[config.mk]
export PLATFORM = sky130hd
export DESIGN_NAME = band_meter_ballistics_peak_hold_core
export DESIGN_NICKNAME = d
export VERILOG_FILES = /design/src/rtl/core/bmb_pkg.sv /design/src/rtl/core/bmb_cfg_regs.sv /design/src/rtl/core/bmb_band_calc.sv /design/src/rtl/core/band_meter_ballistics_peak_hold_core.sv
export SDC_FILE = /design/constraint.sdc
export NUM_CORES = 2
export LEC_CHECK = 0
export ABC_CLOCK_PERIOD_IN_PS = 20000
export BUFFER_PORTS_ARGS = -buffer_cell sky130_fd_sc_hd__buf_2
export CAP_MARGIN = 20
export CORE_MARGIN = 1.5
export CORE_UTILIZATION = 30
export DETAILED_ROUTE_END_ITERATION = 6
export SETUP_SLACK_MARGIN = 0.5
export SYNTH_ARGS = -nofsm -noshare
export SYNTH_HDL_FRONTEND = slang
export SYNTH_SLANG_ARGS = --single-unit
[constraint.sdc]
create_clock -name i_clk -period 20 [get_ports i_clk]
set_input_delay 1 -clock i_clk [delete_from_list [all_inputs] [get_ports i_clk]]
set_output_delay 1 -clock i_clk [all_outputs]
set_load 0.01 [all_outputs]
[src/rtl/core/bmb_pkg.sv]
// ----------------------------------------------------------------------------
// bmb_pkg
// Shared constants and types for the band meter with peak hold.
// ----------------------------------------------------------------------------
package bmb_pkg;

    localparam int NUM_BANDS  = 7;
    localparam int BAND_W     = 3;
    localparam int BAND_IDX_W = (NUM_BANDS > 1) ? $clog2(NUM_BANDS) : 1;
    localparam int LEVEL_W    = 16;
    localparam int COEFF_W    = 16;
    localparam int HOLD_W     = 8;
    localparam int CFG_IDX_W  = 8;
    localparam int CFG_DATA_W = 16;
    localparam int IN_TDATA_W  = 24;
    localparam int OUT_TDATA_W = 40;

    localparam logic [CFG_IDX_W-1:0] REG_ATTACK  = 8'd0;
    localparam logic [CFG_IDX_W-1:0] REG_RELEASE = 8'd1;
    localparam logic [CFG_IDX_W-1:0] REG_HOLD    = 8'd2;
    localparam logic [CFG_IDX_W-1:0] REG_DECAY   = 8'd3;

    localparam logic [COEFF_W-1:0] ATTACK_RESET  = 16'd16384;
    localparam logic [COEFF_W-1:0] RELEASE_RESET = 16'd3277;
    localparam logic [HOLD_W-1:0]  HOLD_RESET    = 8'd30;
    localparam logic [COEFF_W-1:0] DECAY_RESET   = 16'd31130;

    typedef struct packed {
        logic [COEFF_W-1:0] attack_coeff;
        logic [COEFF_W-1:0] release_coeff;
        logic [HOLD_W-1:0]  hold_frames;
        logic [COEFF_W-1:0] peak_decay;
    } t_cfg;

    // Stored state of one band.
    typedef struct packed {
        logic [LEVEL_W-1:0] level;
        logic [LEVEL_W-1:0] peak;
        logic [HOLD_W-1:0]  hold;
    } t_band_state;

endpackage

[src/rtl/core/bmb_cfg_regs.sv]
// ----------------------------------------------------------------------------
// bmb_cfg_regs
// Configuration register file: ballistics coefficients, hold time and decay.
// ----------------------------------------------------------------------------
module bmb_cfg_regs
    import bmb_pkg::*;
(
    input  logic                  i_clk,
    input  logic                  i_rst_n,
    input  logic                  i_wr_en,
    input  logic [CFG_IDX_W-1:0]  i_wr_index,
    input  logic [CFG_DATA_W-1:0] i_wr_data,
    output t_cfg                  o_cfg
);

    t_cfg r_cfg;

    always_ff @(posedge i_clk) begin
        if (!i_rst_n) begin
            r_cfg.attack_coeff  <= ATTACK_RESET;
            r_cfg.release_coeff <= RELEASE_RESET;
            r_cfg.hold_frames   <= HOLD_RESET;
            r_cfg.peak_decay    <= DECAY_RESET;
        end else if (i_wr_en) begin
            unique case (i_wr_index)
                REG_ATTACK:  r_cfg.attack_coeff  <= i_wr_data;
                REG_RELEASE: r_cfg.release_coeff <= i_wr_data;
                REG_HOLD:    r_cfg.hold_frames   <= i_wr_data[HOLD_W-1:0];
                REG_DECAY:   r_cfg.peak_decay    <= i_wr_data;
                default: begin
                end
            endcase
        end
    end

    assign o_cfg = r_cfg;

endmodule

[src/rtl/core/bmb_band_calc.sv]
// ----------------------------------------------------------------------------
// bmb_band_calc
// Ballistics and peak-hold update for one band, purely combinational.
// ----------------------------------------------------------------------------
module bmb_band_calc
    import bmb_pkg::*;
(
    input  t_cfg               i_cfg,
    input  logic [LEVEL_W-1:0] i_target,
    input  t_band_state        i_state,
    output t_band_state        o_state
);

    logic                      attack;
    logic signed [LEVEL_W:0]   diff;
    logic signed [COEFF_W:0]   alpha;
    logic signed [LEVEL_W+COEFF_W+1:0] prod;
    logic signed [LEVEL_W+2:0] step;
    logic signed [LEVEL_W+2:0] sum;
    logic [LEVEL_W-1:0]        lvl;
    logic [LEVEL_W+COEFF_W-1:0] dprod;
    logic [LEVEL_W+COEFF_W-16:0] decayed;
    logic [LEVEL_W-1:0]        dsat;

    always_comb begin
        attack = i_target > i_state.level;
        diff   = $signed({1'b0, i_target}) - $signed({1'b0, i_state.level});
        alpha  = $signed({1'b0, attack ? i_cfg.attack_coeff : i_cfg.release_coeff});
        prod   = (LEVEL_W+COEFF_W+2)'(diff) * (LEVEL_W+COEFF_W+2)'(alpha);
        // Arithmetic shift rounds the step towards minus infinity; the sign bit
        // of the product is carried into the step.
        step   = prod[LEVEL_W+COEFF_W+1:15];
        sum    = $signed({3'b000, i_state.level}) + step;
        if (sum < 0) begin
            lvl = '0;
        end else if (sum > $signed({3'b000, {LEVEL_W{1'b1}}})) begin
            lvl = '1;
        end else begin
            lvl = sum[LEVEL_W-1:0];
        end

        // The decay product depends on the stored peak and the decay coefficient only.
        dprod   = i_state.peak * i_cfg.peak_decay;
        decayed = dprod[LEVEL_W+COEFF_W-1:15];
        dsat    = decayed[LEVEL_W+COEFF_W-16] ? '1 : decayed[LEVEL_W-1:0];

        o_state.level = lvl;
        if (lvl >= i_state.peak) begin
            o_state.peak = lvl;
            o_state.hold = i_cfg.hold_frames;
        end else if (i_state.hold != '0) begin
            o_state.peak = i_state.peak;
            o_state.hold = i_state.hold - HOLD_W'(1);
        end else begin
            o_state.peak = dsat;
            o_state.hold = i_state.hold;
        end
    end

endmodule

[src/rtl/core/band_meter_ballistics_peak_hold_core.sv]
// ----------------------------------------------------------------------------
// band_meter_ballistics_peak_hold_core
// Per-band level meter with attack/release smoothing and peak hold.
// ----------------------------------------------------------------------------
// Each input beat names a band and its target energy (unsigned Q1.15). The
// beat is registered, the band's level, peak and hold counter are read from
// flip-flop stores, updated in one pass of logic and written back at the same
// edge that loads the result register, so one beat per clock is taken while
// the output is not stalled, and each result leaves from the result register
// after its beat has passed the input register. A beat for a band index at
// or above seven changes nothing and yields no result. Back-pressure on the
// output holds the input register; the next input beat is still taken while
// that register is free. All stores clear to zero at reset; configuration
// writes are taken in any cycle but are meant for an idle block.
module band_meter_ballistics_peak_hold_core
    import bmb_pkg::*;
(
    input  logic                   i_clk,
    input  logic                   i_rst_n,
    input  logic                   s_axis_tvalid,
    output logic                   s_axis_tready,
    // [2:0] band, [18:3] band_energy, [23:19] zero
    input  logic [IN_TDATA_W-1:0]  s_axis_tdata,
    output logic                   m_axis_tvalid,
    input  logic                   m_axis_tready,
    // [2:0] band_out, [18:3] display_level, [34:19] peak_level, [39:35] zero
    output logic [OUT_TDATA_W-1:0] m_axis_tdata,
    input  logic                   i_cfg_valid,
    output logic                   o_cfg_ready,
    input  logic [CFG_IDX_W-1:0]   i_cfg_index,
    input  logic [CFG_DATA_W-1:0]  i_cfg_data
);

    t_cfg               cfg;
    logic               r_in_valid;
    logic [BAND_W-1:0]  r_in_band;
    logic [LEVEL_W-1:0] r_in_energy;
    logic               r_out_valid;
    logic [BAND_W-1:0]  r_out_band;
    logic [LEVEL_W-1:0] r_out_level;
    logic [LEVEL_W-1:0] r_out_peak;
    t_band_state        r_store [NUM_BANDS];
    t_band_state        cur_state;
    t_band_state        n_state;
    logic               in_range;
    logic               advance;

    assign o_cfg_ready = 1'b1;

    bmb_cfg_regs u_cfg (
        .i_clk      (i_clk),
        .i_rst_n    (i_rst_n),
        .i_wr_en    (i_cfg_valid),
        .i_wr_index (i_cfg_index),
        .i_wr_data  (i_cfg_data),
        .o_cfg      (cfg)
    );

    assign in_range  = r_in_band < BAND_W'(NUM_BANDS);
    assign cur_state = in_range ? r_store[r_in_band[BAND_IDX_W-1:0]] : '0;

    bmb_band_calc u_calc (
        .i_cfg    (cfg),
        .i_target (r_in_energy),
        .i_state  (cur_state),
        .o_state  (n_state)
    );

    assign advance       = !r_out_valid || m_axis_tready;
    assign s_axis_tready = !r_in_valid || advance;

    always_ff @(posedge i_clk) begin
        if (!i_rst_n) begin
            r_in_valid <= 1'b0;
        end else if (s_axis_tready) begin
            r_in_valid <= s_axis_tvalid;
        end
        if (s_axis_tready) begin
            r_in_band   <= s_axis_tdata[BAND_W-1:0];
            r_in_energy <= s_axis_tdata[BAND_W+LEVEL_W-1:BAND_W];
        end
    end

    always_ff @(posedge i_clk) begin
        if (!i_rst_n) begin
            r_out_valid <= 1'b0;
        end else if (advance) begin
            r_out_valid <= r_in_valid && in_range;
        end
        if (advance) begin
            r_out_band  <= r_in_band;
            r_out_level <= n_state.level;
            r_out_peak  <= n_state.peak;
        end
    end

    always_ff @(posedge i_clk) begin
        if (!i_rst_n) begin
            for (int i = 0; i < NUM_BANDS; i++) begin
                r_store[i] <= '0;
            end
        end else if (advance && r_in_valid && in_range) begin
            r_store[r_in_band[BAND_IDX_W-1:0]] <= n_state;
        end
    end

    assign m_axis_tvalid = r_out_valid;
    assign m_axis_tdata  = {5'b00000, r_out_peak, r_out_level, r_out_band};

    // A result on the port never names a band outside the stores.
    a_out_band_range: assert property (@(posedge i_clk) disable iff (!i_rst_n)
        m_axis_tvalid |-> (r_out_band < BAND_W'(NUM_BANDS)))
        else $error("result carries an out-of-range band");

    // A waiting result always matches what its band's store now holds.
    a_out_matches_store: assert property (@(posedge i_clk) disable iff (!i_rst_n)
        m_axis_tvalid |->
            (r_store[r_out_band[BAND_IDX_W-1:0]].level == r_out_level &&
             r_store[r_out_band[BAND_IDX_W-1:0]].peak == r_out_peak))
        else $error("result differs from its band store");

    // A stalled result keeps the input register from moving on.
    a_stall_holds_input: assert property (@(posedge i_clk) disable iff (!i_rst_n)
        (m_axis_tvalid && !m_axis_tready && r_in_valid) |-> !s_axis_tready)
        else $error("input taken while the pipeline is stalled");

endmodule
==> Word level (Yosys, flattened, before mapping) <==
Memory sizes are Yosys's and may differ from the RTL's. A register that Yosys moved wholly into a read port is not among the register bits.
Index checks and enable logic that the tools add are counted.
{ "word_totals": {"input_bits": 53, "reg_bits": 112, "word_cells": 54, "mem_count": 1, "ramBits": 280} }
{ "mem_list": {"columns": ["memory", "depth", "width", "rd", "rd_clocked_by_memory_dff", "wr", "line", "rtl"], "rows": [
  ["r_store", 7, 40, 1, 1, 7, "band_meter_ballistics_peak_hold_core.sv:42", "t_band_state r_store [NUM_BANDS];"]
]} }
{ "classes": {"n_reduce_logical": 14, "mul": 2, "eq_ne": 3, "order_cmp": 5, "n_mux": 15, "addsub": 3} }
{ "ops": {"columns": ["operator", "count"], "rows": [
  ["2-to-1 mux 40 bit", 2],
  ["2-to-1 mux 16 bit", 4],
  ["2-to-1 mux 24 bit", 2],
  ["OR reduction 40 bit", 1],
  ["multiplier 17 x 17 -> 34 bit", 1],
  ["multiplier 16 x 16 -> 32 bit", 1],
  ["adder 17 x 19 -> 19 bit", 1],
  ["> comparator 19 x 17 -> 1 bit (second input constant)", 1],
  ["< comparator 19 x 1 -> 1 bit (second input constant)", 1],
  ["subtractor 16 x 16 -> 17 bit", 1],
  ["== test 8 x 2 -> 1 bit (second input constant)", 2],
  ["greater-or-equal comparator 16 bit", 1],
  ["> comparator 16 bit", 1],
  ["== test 8 x 1 -> 1 bit (second input constant)", 1],
  ["logical NOT 8 bit", 1],
  ["AND reduction 2 bit", 4],
  ["nonzero test 8 bit", 1],
  ["subtractor 8 x 1 -> 8 bit (second input constant)", 1],
  ["2-to-1 mux 3 bit", 2],
  ["2-to-1 mux 1 bit", 5],
  ["logical AND 1 bit", 3],
  ["< comparator 3 bit (second input constant)", 1],
  ["logical NOT 1 bit", 2],
  ["logical OR 1 bit", 2]
]} }

==> Longest topological paths before layout <==
{ "depth": {"depth_word": 12, "depth_mapped": 67, "ltp_nobuf": 58} }

==> Modules after synthesis <==
A second synthesis with hierarchy kept.
{ "unflattened": {"cells_unflattened": 3984, "hier_area_um2": 39852.0} }
{ "modules_own_cells": {"columns": ["module", "seq_area_each_um2", "cells_each", "n_inst", "area_per_inst_um2"], "rows": [
  ["bmb_band_calc", 0.0, 2472, 1, 20977.6],
  ["band_meter_ballistics_peak_hold_core", 10930.5, 1294, 1, 16589.7],
  ["bmb_cfg_regs", 1121.1, 218, 1, 2284.7]
]} }

==> Least setup slack after synthesis <==
OpenSTA, ideal clock, no wires.
{ "synth_path": {"kind": "reg-to-reg", "startpoint": "register with a tool-made name", "endpoint": "memory r_store[5][23] (netlist bit), data pin", "stages_incl_launch_ff": 64, "path_buffers": 11, "arrival_ps": 15290, "path_slack_ps": 4561, "path_cell_list": "dfxtp_1 -> buf_4 -> buf_4 -> buf_2 -> buf_2 -> buf_2 -> buf_2 -> mux4_2 -> mux2_2 -> nand2_1 -> ha_1 -> nor2b_1 -> o21ai_0 -> nand2b_1 -> a31oi_1 -> o21ai_1 -> o21ai_0 -> a21oi_1 -> [28 not listed] -> o21ai_1 -> and3_1 -> a311o_1 -> nor3_2 -> buf_2 -> nand2_1 -> ha_1 -> nand2b_1 -> a21o_1 -> a21oi_1 -> o21ai_0 -> o41a_1 -> o21ai_0 -> clkbuf_1 -> clkbuf_1 -> o221ai_1 -> o31a_1 -> nor2_1"} }
{ "synth_lines": {"columns": ["item", "line"], "rows": [
  ["end, declared", "band_meter_ballistics_peak_hold_core.sv:42"]
]} }

==> summary.txt <==
Critical path
  • Worst Reg-to-Reg Cells: 51
  • Kind of critical path: flip-flop to flip-flop
  • Slowest cell delay on critical path: between 0.9 and 1 ns
  • Worst-path fanout max: 41
  • Reg2Reg Setup Slack: about 2.6 ns
  • Worst r2r dst: r_store[7][20]
  • Crit path DAT: between 15 and 20 ns
  • CP required: a little over 20 ns
  • Startpoint types: flip-flop
  • Critical Path Slowest Stage Cell: dfxtp_4
  • Most used cell, CP: fa_1
  • CP Capture Type: flip-flop

Yosys
  • Post-Synthesis Cell Area: 39000 um^2
  • Commonest cells in the synthesized netlist: inv_1, nand2_1, fa_1
  • Syn Inst Count: 3839
  • Top post-synthesis cells by area: edfxtp_1, fa_1, ha_1
  • Yosys top cell area share: 0.257
  • EDFF count, synth: around 330
  • Netlist cell types: 89
  • Seq/Total Area, Yosys: 0.309
  • Flops & latches, synth: 435
  • Mean area per synthesized cell: 10.2 um^2
  • Yosys top cell by area: edfxtp_1
  • Async SR Flop Fraction: 0
  • Syn. warnings: 0
  • Top-count cell post-synth: inv_1
  • Synth Flop Type: edfxtp_1

STA
  • Setup TNS: 0 ns
  • Setup Skew: a little under 0.04 ns
  • Final Hold Viols: 0
  • Period utilization: 0.871
  • Max-slew headroom: 0.238
  • RSZ-0062 raised after global routing: no
  • Hold_ws: roughly 0.46 ns
  • Slew at the pin closest to its max-slew limit: 1.14 ns
  • Endpoints failing setup: 0
  • Final critical-path required period: approximately 17 ns
  • Fmax: between 50 and 60 MHz
  • Max Slew Vio Count: 0

Die
  • Height of the die: 364 um
  • Die area: around 130000 um^2
  • Die W: roughly 360 um
  • Initial Utilization: 0.302
  • IO Count: 96
  • # rows: between 100 and 150
  • Core ar.: roughly 130000 um^2

Place
  • Final HPWL DP: between 80 and 90 mm
  • PortBufs: 84
  • Cell Area, Placed: about 42000 um^2
  • Routability Congestion: a little under 0.9

Hold path
  • Hold-critical path endpoint: u_cfg.o_cfg[33]
  • Worst min-delay path class: flip-flop to flip-flop
  • WHS Path Cells: 2
  • Hold_sp: u_cfg.o_cfg[33]

Drt
  • Drt drc: 0
  • Via count: approximately 28000
  • Drt pass-1 iters: 5
  • Routed WL: 111 mm
  • Via density: a little under 5
  • Routed Antenna Nets: 0
  • DRC violation total after the first TritonRoute iteration: about 2500
  • Drt wl/cell: a little under 20 um

Clock tree
  • CTS root buf: clkbuf_16
  • Clock buffer count from CTS: 45
  • Clock-pin slew on the worst setup and hold paths: 0.06 ns
  • Cts repair resizes: 0
  • CTS tree: done
  • # hold bufs at CTS: 0
  • H-Tree Depth: 2
  • CTS Buffer Depth: 3
  • Post-CTS Setup Inserts: 0
  • Clk_lat worst skew: between 0.6 and 0.7 ns
  • CTS sink count: roughly 440

Final layout
  • Fin area: between 40000 and 50000 um^2
  • Share of layout cells above drive strength 1: 0.0994
  • Area Overhead vs Synth: 10.7%
  • Final net count: roughly 4700

Status
  • Status: complete, no violations

Global routing
  • GRT Util Overall: 0.169
  • Global-route wire length before repair: between 150 and 200 mm
  • Antenna violations before repair: 8
  • Total grt overflow: 0
  • Largest net degree at the start of global routing: between 40 and 50
  • Vias in the first global route: around 29000

Flow run
  • Max-cap violations: 0
[state kept, by name (all words and copies together) (netlist names), named ones only]
register       count
r_out_peak        16
u_cfg.o_cfg       56
r_out_level       16
r_in_band          3
r_store          320
m_axis_tvalid      1
r_out_band         3
r_in_energy       16
r_in_valid         1
[cell usage in the layout (no fill, tap or decap), types with 56 or more instances in the layout]
cell type / netlist / final
nand3_1: 56 / 56
inv_1: 651 / 651
nand2_1: 490 / 483
o21ai_0: 90 / 88
ha_1: 236 / 236
fa_1: 472 / 472
buf_4: 9 / 73
edfxtp_1: 334 / 334
nor2_1: 392 / 391
nor3_1: 62 / 62
buf_2: 12 / 84
mux4_2: 80 / 80
dfxtp_1: 101 / 98
and2_1: 109 / 109
a21oi_1: 86 / 85
[cells by family (layout without fill, tap and decap cells)]
logic type      count (synthesis)  after routing  synth area share
other cells                     2             48          0.000192
buf+inv                       835            894            0.0819
fa+ha+maj                     708            708             0.318
flops                         435            435             0.309
xor+xnor                       82             82            0.0184
simple gates                 1250           1250             0.142
compound gates                361            361            0.0617
mux                           166            166            0.0693
[routing by layer]
layer	up-vias	global-route usage	share of wire
met2	1043	0.267	0.45
met3	138	0.0334	0.090
li1	12500	-	-
met5	-	0	0.00013
met4	4	0.0317	0.017
met1	14100	0.242	0.44
[final cells by class]
cell class	instances	area (um^2)
antenna	2	5.00
clock buffer	51	1160
clock inverter	32	340
fill	13100	86100
inverter	652	2450
multi-input combinational	2613	24000
sequential	435	12100
tap	1742	2180
timing repair buffer	159	1010
[through the flow]
stage               setup WS [ns]  utilization  instances
floorplan                    4.56            -       3883
global placement             3.05        0.322       5597
detailed placement           2.76        0.322       5599
CTS                          2.71        0.334       5682
global route                 1.56        0.334       5684
finish                       2.58        0.334       5686
[critical path: cells and delay by family (launching register included)]
family	cells	cell delay, ns
buffers and inverters	4	0.58
flip-flops	1	0.92
XOR/XNOR	1	0.24
AO/OA/AOI/OAI	21	6.50
multiplexers	3	1.40
adder cells (fa/ha/maj)	10	4.55
AND/OR/NAND/NOR	12	2.79
[how the worst max path moves through the flow]
stage / startpoint / endpoint
5_1_grt: flip-flop / r_store[4][22]
6_report: flip-flop / r_store[7][20]
3_3_place_gp: flip-flop / r_store[5][20]
4_1_cts: flip-flop / r_store[7][9]
3_5_place_dp: flip-flop / r_store[5][9]
2_1_floorplan: flip-flop / r_store[5][23]
Power is left out: the tool's default activity adds up to more than one toggle a clock period on the data nets, which glitch-free logic cannot reach.
